<file path="src/sv/keyed_square_bigram_cipher_assert.svh">
// Assertion macros for the keyed square bigram cipher.
// Included by the RTL files that carry concurrent checks; no other dependencies.
`ifndef KEYED_SQUARE_BIGRAM_CIPHER_ASSERT_SVH
`define KEYED_SQUARE_BIGRAM_CIPHER_ASSERT_SVH

// Same-cycle implication, disabled while reset is asserted.
`define KSBC_ASSERT_IMPL(label, clk, rst_n, ante, cons, msg) \
    label: assert property (@(posedge clk) disable iff (!rst_n) (ante) |-> (cons)) \
        else $error(msg);

// Next-cycle implication, disabled while reset is asserted.
`define KSBC_ASSERT_NEXT(label, clk, rst_n, ante, cons, msg) \
    label: assert property (@(posedge clk) disable iff (!rst_n) (ante) |=> (cons)) \
        else $error(msg);

`endif

</file>
<file path="src/sv/ksbc_pkg.sv">
// Shared types, constants and symbol helpers for the keyed square bigram cipher.
// No dependencies; used by ksbc_square, ksbc_ctrl and the top level.
`default_nettype none

package ksbc_pkg;

    localparam int unsigned NSYM  = 36;
    localparam int unsigned SYM_W = 6;
    localparam int unsigned SIDE  = 6;

    typedef logic [SYM_W-1:0] sym_t;
    typedef logic [2:0]       rc_t;

    // Pad symbol for an odd leftover: 'X'.
    localparam sym_t PAD_SYM = 6'd23;

    typedef enum logic [1:0] {
        FN_KEY    = 2'd0,
        FN_FINISH = 2'd1,
        FN_TEXT   = 2'd2,
        FN_END    = 2'd3
    } func_t;

    typedef enum logic [2:0] {
        ST_IDLE,
        ST_DECODE,
        ST_FILL,
        ST_CROSS,
        ST_EMIT0,
        ST_EMIT1
    } state_t;

    typedef struct packed {
        logic ok;
        sym_t sym;
    } sym_res_t;

    // Requests from the sequencer to the square storage.
    typedef struct packed {
        logic place_en;
        sym_t place_sym;
        logic look_en;
        sym_t look_a;
        sym_t look_b;
        logic cross_en;
        sym_t cell_x;
        sym_t cell_y;
    } sq_ctl_t;

    function automatic sym_res_t to_symbol(input logic [7:0] c, input logic fold);
        sym_res_t r;
        r.ok  = 1'b0;
        r.sym = '0;
        if (c >= 8'h41 && c <= 8'h5A) begin
            r.ok  = 1'b1;
            r.sym = SYM_W'(c - 8'h41);
        end else if (c >= 8'h30 && c <= 8'h39) begin
            r.ok  = 1'b1;
            r.sym = SYM_W'(c - 8'h30 + 8'd26);
        end else if (fold && c >= 8'h61 && c <= 8'h7A) begin
            r.ok  = 1'b1;
            r.sym = SYM_W'(c - 8'h61);
        end
        return r;
    endfunction

    function automatic logic [7:0] to_ascii(input sym_t s);
        logic [7:0] r;
        if (s < SYM_W'(26)) begin
            r = 8'h41 + {2'b00, s};
        end else begin
            r = 8'h30 + {2'b00, s} - 8'd26;
        end
        return r;
    endfunction

    // Row of a cell: c/6 as (c*43)>>8, exact for every cell below 36.
    function automatic rc_t cell_row(input sym_t c);
        logic [11:0] prod;
        prod = {6'd0, c} * 12'd43;
        return prod[10:8];
    endfunction

    function automatic rc_t cell_col(input sym_t c, input rc_t row);
        sym_t base;
        sym_t diff;
        base = ({3'd0, row} << 2) + ({3'd0, row} << 1);
        diff = c - base;
        return diff[2:0];
    endfunction

    function automatic sym_t cell_at(input rc_t row, input rc_t col);
        return ({3'd0, row} << 2) + ({3'd0, row} << 1) + {3'd0, col};
    endfunction

endpackage

`default_nettype wire

</file>
<file path="src/sv/ksbc_square.sv">
// Square storage: cell-to-symbol and symbol-to-cell memories, placed bits, fill count.
// Depends on ksbc_pkg.
`default_nettype none

module ksbc_square
(
    input  wire logic             clk,
    input  wire logic             rst_n,
    input  wire ksbc_pkg::sq_ctl_t ctl,
    output logic [5:0]            sc_rd_a,
    output logic [5:0]            sc_rd_b,
    output logic [5:0]            cs_rd_x,
    output logic [5:0]            cs_rd_y
);

    logic [5:0] cell_symbol [ksbc_pkg::NSYM];
    logic [5:0] symbol_cell [ksbc_pkg::NSYM];

    logic [ksbc_pkg::NSYM-1:0] placed_reg;
    logic [ksbc_pkg::NSYM-1:0] placed_next;
    logic [5:0]                filled_reg;
    logic [5:0]                filled_next;
    logic                      wr_en;

    assign wr_en = ctl.place_en && !placed_reg[ctl.place_sym]
                   && (filled_reg < 6'(ksbc_pkg::NSYM));

    always_comb
    begin
        placed_next = placed_reg;
        filled_next = filled_reg;
        if (wr_en)
        begin
            placed_next[ctl.place_sym] = 1'b1;
            filled_next = filled_reg + 6'd1;
        end
    end

    always_ff @(posedge clk or negedge rst_n)
    begin
        if (!rst_n)
        begin
            placed_reg <= '0;
            filled_reg <= '0;
        end
        else
        begin
            placed_reg <= placed_next;
            filled_reg <= filled_next;
        end
    end

    always_ff @(posedge clk)
    begin
        if (wr_en)
        begin
            cell_symbol[filled_reg]    <= ctl.place_sym;
            symbol_cell[ctl.place_sym] <= filled_reg;
        end
        if (ctl.look_en)
        begin
            sc_rd_a <= symbol_cell[ctl.look_a];
            sc_rd_b <= symbol_cell[ctl.look_b];
        end
        if (ctl.cross_en)
        begin
            cs_rd_x <= cell_symbol[ctl.cell_x];
            cs_rd_y <= cell_symbol[ctl.cell_y];
        end
    end

endmodule

`default_nettype wire

</file>
<file path="src/sv/ksbc_ctrl.sv">
// Sequencer: decodes items, walks the finish fill, forms pairs and steps the lookups.
// Depends on ksbc_pkg and keyed_square_bigram_cipher_assert.svh.
`default_nettype none

`include "keyed_square_bigram_cipher_assert.svh"

module ksbc_ctrl
(
    input  wire logic              clk,
    input  wire logic              rst_n,
    input  wire logic              in_valid,
    output logic                   in_stall,
    input  wire logic [1:0]        func,
    input  wire logic [7:0]        char_in,
    output ksbc_pkg::sq_ctl_t      ctl,
    input  wire logic [5:0]        sc_rd_a,
    input  wire logic [5:0]        sc_rd_b,
    input  wire logic [5:0]        cs_rd_x,
    input  wire logic [5:0]        cs_rd_y,
    output logic                   emit_req,
    output logic [7:0]             emit_char,
    output logic                   emit_last,
    input  wire logic              emit_take
);

    ksbc_pkg::state_t state_reg, state_next;
    ksbc_pkg::func_t  func_reg, func_next;
    logic [7:0]       char_reg, char_next;
    logic             key_done_reg, key_done_next;
    logic             pend_valid_reg, pend_valid_next;
    ksbc_pkg::sym_t   pend_sym_reg, pend_sym_next;
    ksbc_pkg::sym_t   cnt_reg, cnt_next;

    ksbc_pkg::sym_res_t key_sym;
    ksbc_pkg::sym_res_t txt_sym;
    ksbc_pkg::rc_t      row_a, col_a, row_b, col_b;
    logic               accept;

    assign accept  = in_valid && !in_stall;
    assign key_sym = ksbc_pkg::to_symbol(char_reg, 1'b0);
    assign txt_sym = ksbc_pkg::to_symbol(char_reg, 1'b1);

    assign row_a = ksbc_pkg::cell_row(sc_rd_a);
    assign col_a = ksbc_pkg::cell_col(sc_rd_a, row_a);
    assign row_b = ksbc_pkg::cell_row(sc_rd_b);
    assign col_b = ksbc_pkg::cell_col(sc_rd_b, row_b);

    // Next state.
    always_comb
    begin
        state_next = state_reg;
        case (state_reg)
            ksbc_pkg::ST_IDLE:
            begin
                if (in_valid)
                begin
                    state_next = ksbc_pkg::ST_DECODE;
                end
            end
            ksbc_pkg::ST_DECODE:
            begin
                state_next = ksbc_pkg::ST_IDLE;
                case (func_reg)
                    ksbc_pkg::FN_FINISH:
                    begin
                        if (!key_done_reg)
                        begin
                            state_next = ksbc_pkg::ST_FILL;
                        end
                    end
                    ksbc_pkg::FN_TEXT:
                    begin
                        if (key_done_reg && txt_sym.ok && pend_valid_reg)
                        begin
                            state_next = ksbc_pkg::ST_CROSS;
                        end
                    end
                    ksbc_pkg::FN_END:
                    begin
                        if (key_done_reg && pend_valid_reg)
                        begin
                            state_next = ksbc_pkg::ST_CROSS;
                        end
                    end
                    default:
                    begin
                        state_next = ksbc_pkg::ST_IDLE;
                    end
                endcase
            end
            ksbc_pkg::ST_FILL:
            begin
                if (cnt_reg == 6'(ksbc_pkg::NSYM - 1))
                begin
                    state_next = ksbc_pkg::ST_IDLE;
                end
            end
            ksbc_pkg::ST_CROSS:
            begin
                state_next = ksbc_pkg::ST_EMIT0;
            end
            ksbc_pkg::ST_EMIT0:
            begin
                if (emit_take)
                begin
                    state_next = ksbc_pkg::ST_EMIT1;
                end
            end
            ksbc_pkg::ST_EMIT1:
            begin
                if (emit_take)
                begin
                    state_next = ksbc_pkg::ST_IDLE;
                end
            end
            default:
            begin
                state_next = ksbc_pkg::ST_IDLE;
            end
        endcase
    end

    // Outputs and datapath updates.
    always_comb
    begin
        func_next       = func_reg;
        char_next       = char_reg;
        key_done_next   = key_done_reg;
        pend_valid_next = pend_valid_reg;
        pend_sym_next   = pend_sym_reg;
        cnt_next        = cnt_reg;
        ctl             = '0;
        in_stall        = 1'b1;
        emit_req        = 1'b0;
        emit_char       = ksbc_pkg::to_ascii(cs_rd_x);
        emit_last       = 1'b0;
        case (state_reg)
            ksbc_pkg::ST_IDLE:
            begin
                in_stall = 1'b0;
                if (accept)
                begin
                    func_next = ksbc_pkg::func_t'(func);
                    char_next = char_in;
                end
            end
            ksbc_pkg::ST_DECODE:
            begin
                case (func_reg)
                    ksbc_pkg::FN_KEY:
                    begin
                        ctl.place_en  = !key_done_reg && key_sym.ok;
                        ctl.place_sym = key_sym.sym;
                    end
                    ksbc_pkg::FN_FINISH:
                    begin
                        cnt_next = '0;
                    end
                    ksbc_pkg::FN_TEXT:
                    begin
                        if (key_done_reg && txt_sym.ok)
                        begin
                            if (pend_valid_reg)
                            begin
                                pend_valid_next = 1'b0;
                                ctl.look_en     = 1'b1;
                                ctl.look_a      = pend_sym_reg;
                                ctl.look_b      = txt_sym.sym;
                            end
                            else
                            begin
                                pend_valid_next = 1'b1;
                                pend_sym_next   = txt_sym.sym;
                            end
                        end
                    end
                    ksbc_pkg::FN_END:
                    begin
                        if (key_done_reg && pend_valid_reg)
                        begin
                            pend_valid_next = 1'b0;
                            ctl.look_en     = 1'b1;
                            ctl.look_a      = pend_sym_reg;
                            ctl.look_b      = ksbc_pkg::PAD_SYM;
                        end
                    end
                    default:
                    begin
                        ctl.look_en = 1'b0;
                    end
                endcase
            end
            ksbc_pkg::ST_FILL:
            begin
                // Unplaced symbols land in alphabet order; placed ones are skipped.
                ctl.place_en  = 1'b1;
                ctl.place_sym = cnt_reg;
                cnt_next      = cnt_reg + 6'd1;
                if (cnt_reg == 6'(ksbc_pkg::NSYM - 1))
                begin
                    key_done_next = 1'b1;
                end
            end
            ksbc_pkg::ST_CROSS:
            begin
                ctl.cross_en = 1'b1;
                ctl.cell_x   = ksbc_pkg::cell_at(row_a, col_b);
                ctl.cell_y   = ksbc_pkg::cell_at(row_b, col_a);
            end
            ksbc_pkg::ST_EMIT0:
            begin
                emit_req  = 1'b1;
                emit_char = ksbc_pkg::to_ascii(cs_rd_x);
                emit_last = 1'b0;
            end
            ksbc_pkg::ST_EMIT1:
            begin
                emit_req  = 1'b1;
                emit_char = ksbc_pkg::to_ascii(cs_rd_y);
                emit_last = 1'b1;
            end
            default:
            begin
                in_stall = 1'b1;
            end
        endcase
    end

    always_ff @(posedge clk or negedge rst_n)
    begin
        if (!rst_n)
        begin
            state_reg      <= ksbc_pkg::ST_IDLE;
            key_done_reg   <= 1'b0;
            pend_valid_reg <= 1'b0;
            pend_sym_reg   <= '0;
            cnt_reg        <= '0;
        end
        else
        begin
            state_reg      <= state_next;
            key_done_reg   <= key_done_next;
            pend_valid_reg <= pend_valid_next;
            pend_sym_reg   <= pend_sym_next;
            cnt_reg        <= cnt_next;
        end
    end

    always_ff @(posedge clk)
    begin
        func_reg <= func_next;
        char_reg <= char_next;
    end

    `KSBC_ASSERT_NEXT(a_accept_busy, clk, rst_n, accept, state_reg != ksbc_pkg::ST_IDLE,
        "accepted item did not start work")
    `KSBC_ASSERT_IMPL(a_fill_before_done, clk, rst_n, state_reg == ksbc_pkg::ST_FILL,
        !key_done_reg, "fill pass running on a finished square")
    `KSBC_ASSERT_IMPL(a_cross_pair_used, clk, rst_n, state_reg == ksbc_pkg::ST_CROSS,
        !pend_valid_reg, "held symbol not released by its pair")
    `KSBC_ASSERT_IMPL(a_emit_after_key, clk, rst_n, emit_req, key_done_reg,
        "ciphertext produced before the square was finished")

endmodule

`default_nettype wire

</file>
<file path="src/sv/keyed_square_bigram_cipher.sv">
// Keyed 6x6 square bigram cipher over A-Z and 0-9: an input item is taken only
// while the sequencer is idle. A finish item walks the fill over the 36 symbols,
// one symbol per cycle, and an item that completes a pair waits on the two dependent
// lookups in the symbol-to-cell and cell-to-symbol memories and then on the output
// register for both bytes, so an output stall can hold it.
// Results leave through a one-item output register, so the next item is accepted
// while the second byte of a pair still waits.
// Depends on ksbc_pkg, ksbc_square and ksbc_ctrl.
`default_nettype none

module keyed_square_bigram_cipher
(
    input  wire logic       clk,
    input  wire logic       rst_n,
    input  wire logic       in_valid,
    output logic            in_stall,
    input  wire logic [1:0] func,
    input  wire logic [7:0] char_in,
    output logic            out_valid,
    input  wire logic       out_stall,
    output logic [7:0]      char_out,
    output logic            last
);

    ksbc_pkg::sq_ctl_t ctl;
    logic [5:0]        sc_rd_a, sc_rd_b, cs_rd_x, cs_rd_y;
    logic              emit_req, emit_last, emit_take;
    logic [7:0]        emit_char;

    logic              out_valid_reg, out_valid_next;
    logic [7:0]        char_out_reg;
    logic              last_reg;

    ksbc_square u_square
    (
        .clk     (clk),
        .rst_n   (rst_n),
        .ctl     (ctl),
        .sc_rd_a (sc_rd_a),
        .sc_rd_b (sc_rd_b),
        .cs_rd_x (cs_rd_x),
        .cs_rd_y (cs_rd_y)
    );

    ksbc_ctrl u_ctrl
    (
        .clk       (clk),
        .rst_n     (rst_n),
        .in_valid  (in_valid),
        .in_stall  (in_stall),
        .func      (func),
        .char_in   (char_in),
        .ctl       (ctl),
        .sc_rd_a   (sc_rd_a),
        .sc_rd_b   (sc_rd_b),
        .cs_rd_x   (cs_rd_x),
        .cs_rd_y   (cs_rd_y),
        .emit_req  (emit_req),
        .emit_char (emit_char),
        .emit_last (emit_last),
        .emit_take (emit_take)
    );

    // The output slot can be loaded when empty or when its item leaves this cycle.
    assign emit_take = !out_valid_reg || !out_stall;

    always_comb
    begin
        out_valid_next = out_valid_reg;
        if (emit_req && emit_take)
        begin
            out_valid_next = 1'b1;
        end
        else if (out_valid_reg && !out_stall)
        begin
            out_valid_next = 1'b0;
        end
    end

    always_ff @(posedge clk or negedge rst_n)
    begin
        if (!rst_n)
        begin
            out_valid_reg <= 1'b0;
        end
        else
        begin
            out_valid_reg <= out_valid_next;
        end
    end

    always_ff @(posedge clk)
    begin
        if (emit_req && emit_take)
        begin
            char_out_reg <= emit_char;
            last_reg     <= emit_last;
        end
    end

    assign out_valid = out_valid_reg;
    assign char_out  = char_out_reg;
    assign last      = last_reg;

endmodule

`default_nettype wire

</file>
<file path="config.mk">
export PLATFORM = sky130hd
export DESIGN_NAME = keyed_square_bigram_cipher
export DESIGN_NICKNAME = d
export VERILOG_FILES = /design/src/sv/ksbc_pkg.sv /design/src/sv/ksbc_square.sv /design/src/sv/ksbc_ctrl.sv /design/src/sv/keyed_square_bigram_cipher.sv
export VERILOG_INCLUDE_DIRS = /design/src /design/src/sv
export SDC_FILE = /design/constraint.sdc
export NUM_CORES = 1
export LEC_CHECK = 0
export BUFFER_PORTS_ARGS = -buffer_cell sky130_fd_sc_hd__buf_2
export CORE_MARGIN = 2
export CORE_UTILIZATION = 35
export DETAILED_ROUTE_END_ITERATION = 6
export HOLD_SLACK_MARGIN = 0.08
export PLACE_DENSITY = 0.58
export SYNTH_ARGS = -nofsm -noshare
export SYNTH_HDL_FRONTEND = slang
export SYNTH_SLANG_ARGS = --single-unit
</file>
<file path="constraint.sdc">
create_clock -name clk -period 6.2 [get_ports clk]
set_input_delay 0.93 -clock clk [delete_from_list [all_inputs] [get_ports clk]]
set_output_delay 0.93 -clock clk [all_outputs]
set_load 0.05 [all_outputs]
</file>
==> results by group, run 1 <==
Run status
  – Status: finished clean

Detailed routing
  – Starting DRT DRC Count: 2,510
  – First drt pass iteration count: 6
  – WL per Instance: roughly 24 um
  – DRC: 0
  – Final wirelength: roughly 90,000 um
  – Post-DRT Antenna Nets: 0
  – Vias: about 22k
  – Avg Vias per Cell: 5.916

Cells and area
  – ANT cells: 0
  – Finished Cell Area: between 30,000 and 40,000 um2
  – Syn-to-layout area delta: 15.63%
  – Nets@finish: roughly 2.8k
  – Share of layout cells above drive strength 1: 15.43%

Die
  – Io pins: 25
  – Die Y: 291.7 um
  – Core region area: 81,980 um2
  – Initial Util: around 35%
  – Die Area: 85,090 um2
  – Die Width: 291.7 um
  – Cell row count: around 110

Global route
  – Antenna violations before repair: 1
  – Largest net degree at the start of global routing: 61
  – Vias in the first global route: 21.86k
  – Global route total overflow: 0
  – Gr usage total: between 20% and 30%
  – First-pass GRT wire length: 137,500 um

Clock network
  – Number of buffers created by CTS: 60
  – Clock sinks: 535
  – TritonCTS clock tree: done
  – Clock Latency Late Sink: 660 ps
  – Clock transition at path regs: 60 ps
  – Max Buffers Root-to-Sink: 3
  – Clock H-tree levels: 2
  – Clk root buf: clkbuf_16

Setup path
  – Critical Path AT: 6450 ps
  – CP max stage cell: fa_2
  – Worst path max stage delay: 560 ps
  – Crit path launch: u_square.sc_rd_b[4]
  – Crit path max fanout: 27
  – Top delay family on crit path: adder cells
  – CP required: 6550 ps
  – CP endpoint kind: flip-flop
  – Sequence of cells on the critical path: ha_1, ha_1, fa_1, ha_1, and3_1, a311oi_2, o21bai_1, a21oi_2, xnor2_2, buf_4, ha_4, xnor2_2, inv_1, fa_2, nand2b_4, buf_12, and2_1, a211oi_2, a311oi_1, a211oi_2, a21oi_1, mux2i_1, mux2i_1
  – Crit-path most repeated cell: ha_1
  – Worst Path Buf+Inv: 3
  – Setup CP Type: reg2reg
  – Crit start category: flip-flop
  – Reg2reg start: u_square.sc_rd_b[4]

Placed design
  – Setup WS pre-CTS: -195.9 ps
  – Placed Area: 31,050 um2
  – Dpl hpwl: 62,130 um
  – Port Buffers: 24
  – Routability Congestion: roughly 0.92

Timing
  – Final period util: 98.44%
  – Worst Setup Slack, final: 96.75 ps
  – Setup TNS: 0 ps
  – Final setup vio count: 0
  – Headroom to the max-slew limit: 15.98%
  – Worst Tran Pin Value: ~1300 ps
  – Hold Slack: about 440 ps
  – Fin. max-slew vios: 0
  – Fmax: about 160 MHz
  – Fin crit period: 6103 ps
  – Final hold violation count: 0
  – RSZ-0062 raised after global routing: true
  – Clock skew: 42.75 ps

Synthesis
  – Ys flop type: edfxtp_1
  – Largest family of logic cells by synthesized area: compound AO/OA/AOI/OAI gates
  – XOR/XNOR Fraction of Synth Area: ~1.3%
  – Syn Nets: 2,712
  – Avg Inst Size Synth: 11.13 um2
  – Mux share of post-synthesis cell area: 7.890%
  – EDFF count, synth: 475
  – Synth Area in Compound Gates: about 15%
  – Register area share after synthesis: roughly 54%
  – Mapped Cells: 2,603
  – Async S/R FF share, synth: 11.21%
  – Synthesized cell area: 28,970 um2
  – Post-synthesis adder-cell area fraction: 4.414%
  – Yosys reg bits: 535
  – Count of cell types in the netlist: 81
  – Yosys warning total: 0
  – Post-Synth Simple-Gate Area: 13.83%

Power and ir drop
  – Leak Pwr: ~12 nW
  – Max rail drop VDD: 235.6 uV
  – Pwr dens: 289.7 nW/um2

Run
  – Max Cap Violations: 0

Min path
  – Worst hold path class: in2async
metal layers:
| layer | routed length, um | GRT usage, % |
|---|---|---|
| met5 | 13 | 0 |
| met4 | 2291 | 5.658 |
| met3 | 7500 | 3.973 |
| met2 | 42920 | 34.01 |
| met1 | 38710 | 28.56 |
worst register-to-register path, cell delays in order, from the launching register on:
cell	delay, ps
edfxtp_1	460
ha_1	310
ha_1	300
fa_1	490
ha_1	290
and3_1	160
a311oi_2	300
o21bai_1	130
a21oi_2	190
xnor2_2	150
buf_4	160
ha_4	220
xnor2_2	190
inv_1	90
fa_2	560
nand2b_4	240
buf_12	210
and2_1	190
a211oi_2	200
a311oi_1	120
a211oi_2	370
a21oi_1	80
mux2i_1	290
mux2i_1	120
cells in the final DEF (no fill, tap or decap), types with 13 or more instances in the layout:
cell / count
buf_2: 24
mux2_2: 33
nor2_1: 120
a31o_2: 26
o21ai_0: 70
o221ai_1: 16
nand3_1: 97
a31oi_1: 58
nand2_1: 346
nor3_1: 87
a22oi_1: 17
a21oi_1: 135
mux4_2: 16
o22ai_1: 28
dfrtp_1: 59
mux2i_1: 152
xnor2_1: 20
a211oi_1: 84
a21o_1: 13
and3_1: 47
edfxtp_1: 475
a311oi_1: 45
and2_1: 49
or4_1: 13
ha_1: 80
buf_4: 149
clkbuf_16: 63
inv_1: 78
clkinv_1: 13
xor2_1: 16
nand2b_1: 15
area by class of cell:
class	count	area, um2
Fill cell	7766	48480
Sequential cell	535	15770
Multi-Input combinational cell	1809	12420
Clock buffer	68	1573
Timing Repair Buffer	187	1529
Tap cell	1070	1339
Clock inverter	45	555.5
Inverter	84	315.3
through the flow:
stage,power (mW),cells,util (%)
floorplan,5.283,2603,-
global placement,5.890,3674,37.87
detailed placement,5.913,3674,37.87
CTS,9.724,3789,40.52
global route,10.04,3798,40.86
finish,9.704,3798,40.86
report_power, final:
group	internal [mW]	leakage, nW	switching [mW]	total (mW)
Sequential	4.12	4.76	0.105	4.23
Clock	2.28	1.02	1.53	3.82
Combinational	0.467	6.24	1.19	1.66
Total	6.87	12.0	2.83	9.70
logic make-up after synthesis:
| kind of cell | Yosys count |
|---|---|
| AO/OA/AOI/OAI | 618 |
| XOR/XNOR | 42 |
| adder cells (fa/ha/maj) | 95 |
| buffers and inverters | 259 |
| flip-flops | 535 |
| multiplexers | 204 |
| AND/OR/NAND/NOR | 850 |
timing repair:
item	4_1_cts	5_1_grt
setup buffers	2	7
pin swaps	3	11
hold buffers	0	0
setup endpoints to repair	4	12
gates resized for setup	5	33
cloned	0	2
Yosys cell counts (28+ instances only):
| master | count | share of area [%] |
|---|---|---|
| and2_1 | 49 | 1.1 |
| dfrtp_1 | 60 | 5.2 |
| a31oi_1 | 62 | 1.3 |
| ha_1 | 83 | 3.6 |
| a21oi_1 | 140 | 2.4 |
| nor3_1 | 87 | 1.5 |
| nor2_1 | 122 | 1.6 |
| nand3_1 | 97 | 1.7 |
| edfxtp_1 | 475 | 49 |
| o21ai_0 | 72 | 1.2 |
| mux2_2 | 33 | 1.3 |
| inv_1 | 79 | 1.0 |
| a211oi_1 | 92 | 2.4 |
| o22ai_1 | 28 | 0.60 |
| clkbuf_1 | 134 | 1.7 |
| a311oi_1 | 50 | 1.5 |
| and3_1 | 47 | 1.0 |
| mux2i_1 | 153 | 5.3 |
| nand2_1 | 347 | 4.5 |
final timing paths:
path | end | slack (ps) | cells past startpoint
setup / recovery | u_square.cs_rd_x[1] | 100 | 23
hold / removal | out_valid | 440 | 2
setup reg to reg | u_square.cs_rd_x[1] | 100 | 23
hold reg to reg | u_square.placed_reg[3] | 460 | 2
max in group asynchronous | u_ctrl.cnt_reg[3] | 5190 | 2
min in group clk | u_square.placed_reg[3] | 460 | 2
(Power assumes the default switching activity.)
==> run 2, diff against run 1 <==
--- a/config.mk
+++ b/config.mk
@@ -8,10 +8,11 @@
 export LEC_CHECK = 0
 export BUFFER_PORTS_ARGS = -buffer_cell sky130_fd_sc_hd__buf_2
 export CORE_MARGIN = 2
-export CORE_UTILIZATION = 35
+export CORE_UTILIZATION = 51
 export DETAILED_ROUTE_END_ITERATION = 6
 export HOLD_SLACK_MARGIN = 0.08
-export PLACE_DENSITY = 0.58
+export PLACE_DENSITY = 0.76
+export SLEW_MARGIN = 40
 export SYNTH_ARGS = -nofsm -noshare
 export SYNTH_HDL_FRONTEND = slang
 export SYNTH_SLANG_ARGS = --single-unit
==> results by group, run 2 (synthesized netlist as in run 1, its figures left out) <==
Cells and area
  – Share of layout cells above drive strength 1: 16.01%
  – # fillers: 4,514
  – Fin cells: 3,492
  – Most frequent cells in the layout: edfxtp_1, nand2_1, buf_4
  – Nets@finish: 2,795
  – Commonest non-fill, non-tap cell in the layout: edfxtp_1
  – Syn-to-layout area delta: 13.89%

Timing
  – RSZ-0062 raised after global routing: true
  – Fin crit period: 5989 ps
  – Worst Setup Slack, final: 210.6 ps
  – Worst Tran Pin Value: roughly 850 ps
  – Final period util: 96.60%
  – Clock skew: about 33 ps
  – Fmax: 167.0 MHz
  – Headroom to the max-slew limit: a little over two fifths
  – Fin. max-slew vios: 0
  – Hold Slack: 364.9 ps
  – Final hold violation count: 0
  – Final setup vio count: 0

Detailed routing
  – Post-DRT Antenna Nets: 0
  – First drt pass iteration count: 6
  – Avg Vias per Cell: around 6.6
  – WL per Instance: 25.18 um
  – Starting DRT DRC Count: 3,264
  – Final wirelength: between 80,000 and 90,000 um
  – DRC: 0
  – Vias: about 23k

Placed design
  – Dpl cells: 3,367
  – Routability Congestion: 0.9573
  – Setup WS pre-CTS: -265.3 ps
  – Port Buffers: 24
  – Dpl hpwl: roughly 59,000 um

Power and ir drop
  – Pwr dens: 280.6 nW/um2
  – Leak Pwr: 11.96 nW
  – Max rail drop VDD: around 250 uV

Global route
  – Global route total overflow: 0
  – Vias in the first global route: 22.30k
  – Largest net degree at the start of global routing: 61
  – First-pass GRT wire length: 132,400 um
  – Gr usage total: 29.02%
  – Antenna violations before repair: 1

Clock network
  – Clk root buf: clkbuf_16
  – Clock Latency Late Sink: 640 ps
  – Clock transition at path regs: 60 ps
  – Cts hold-fix bufs: 0
  – Clock sinks: 535
  – Number of buffers created by CTS: 58
  – Max Buffers Root-to-Sink: 3
  – TritonCTS clock tree: done
  – Clock H-tree levels: 2

Run status
  – Status: finished clean

Die
  – Initial Util: roughly half
  – Die Y: 242.3 um
  – Core region area: 56,280 um2
  – Die Width: 242.3 um
  – Io pins: 25
  – Cell row count: 87
  – Die Area: between 50,000 and 60,000 um2

Setup path
  – Setup CP Type: reg2reg
  – CP required: 6680 ps
  – Worst path max stage delay: approximately 480 ps
  – Reg2reg start: u_square.sc_rd_a[3]
  – CP max stage cell: fa_2
  – Critical Path AT: 6470 ps
  – Crit start category: flip-flop
  – FF-to-FF setup slack: 210 ps
  – CP endpoint kind: flip-flop
  – Crit path max fanout: 7
  – R2R cell count: 26
  – RR Endpoint: u_square.cs_rd_y[3]

Run
  – Max Cap Violations: 0

Min path
  – Worst hold path class: in2async
-- run 2: per-stage QoR --
stage               total power, mW  cell area [um2]  utilization (%)  TNS, ps
finish                        9.259            33000            58.63        0
global placement              5.849            30660            54.49   -90.92
floorplan                     5.283            28970                -        0
CTS                           9.192            32590            57.92        0
global route                  9.551            32990            58.63   -183.0
detailed placement            5.892            30710            54.57   -695.7
-- run 2: final cells by class --
class                      count  area (um2)  share of cell area (%)
sequential                   535       15770                   47.79
multi-input combinational   1809       12500                   37.90
timing repair buffer         198        1635                   4.956
clock buffer                  72        1524                   4.619
tap                          756       945.9                   2.867
inverter                      84       315.3                  0.9556
clock inverter                37       301.5                  0.9138
antenna                        1       2.502                0.007584
-- run 2: power by group --
part           switching [mW]  internal [mW]  leakage, nW
clock                    1.46           1.87        0.898
combinational            1.22          0.493         6.31
sequential             0.0909           4.12         4.76
total                    2.77           6.49         12.0
-- run 2: worst max-delay path, delay by kind of cell, from the launching register on --
| family | cells | cell delay [ps] |
|---|---|---|
| simple gates | 4 | 710 |
| compound gates | 6 | 1230 |
| mux | 2 | 300 |
| fa+ha+maj | 6 | 1920 |
| xor+xnor | 2 | 300 |
| flops | 1 | 440 |
| buf+inv | 6 | 950 |
-- run 2: worst max path at each step --
stage	startpoint	endpoint	slack, ps
final	u_square.sc_rd_a[3]	u_square.cs_rd_y[3]	210
after global routing	u_square.sc_rd_b[3]	u_square.cs_rd_x[0]	-70
after CTS	u_square.sc_rd_a[3]	u_square.cs_rd_y[5]	6
after detailed placement	u_square.sc_rd_a[3]	u_square.cs_rd_y[2]	-270
after global placement	u_square.sc_rd_a[3]	u_square.cs_rd_y[2]	-90
after floorplan	u_square.sc_rd_a[3]	u_square.cs_rd_y[0]	410
-- run 2: layer usage --
layer	up-vias	routed length, um	track usage (%)
met4	2	3720	11.11
met3	255	9966	6.060
met5	-	13	0
met2	1513	39780	45.24
li1	10085	-	-
met1	11278	34450	40.05
-- run 2: timing repair --
item,4_1_cts,5_1_grt
gates resized for setup,4,44
gates cloned,0,2
endpoints found under the setup margin,5,12
pin swaps,0,22
buffers inserted,3,9
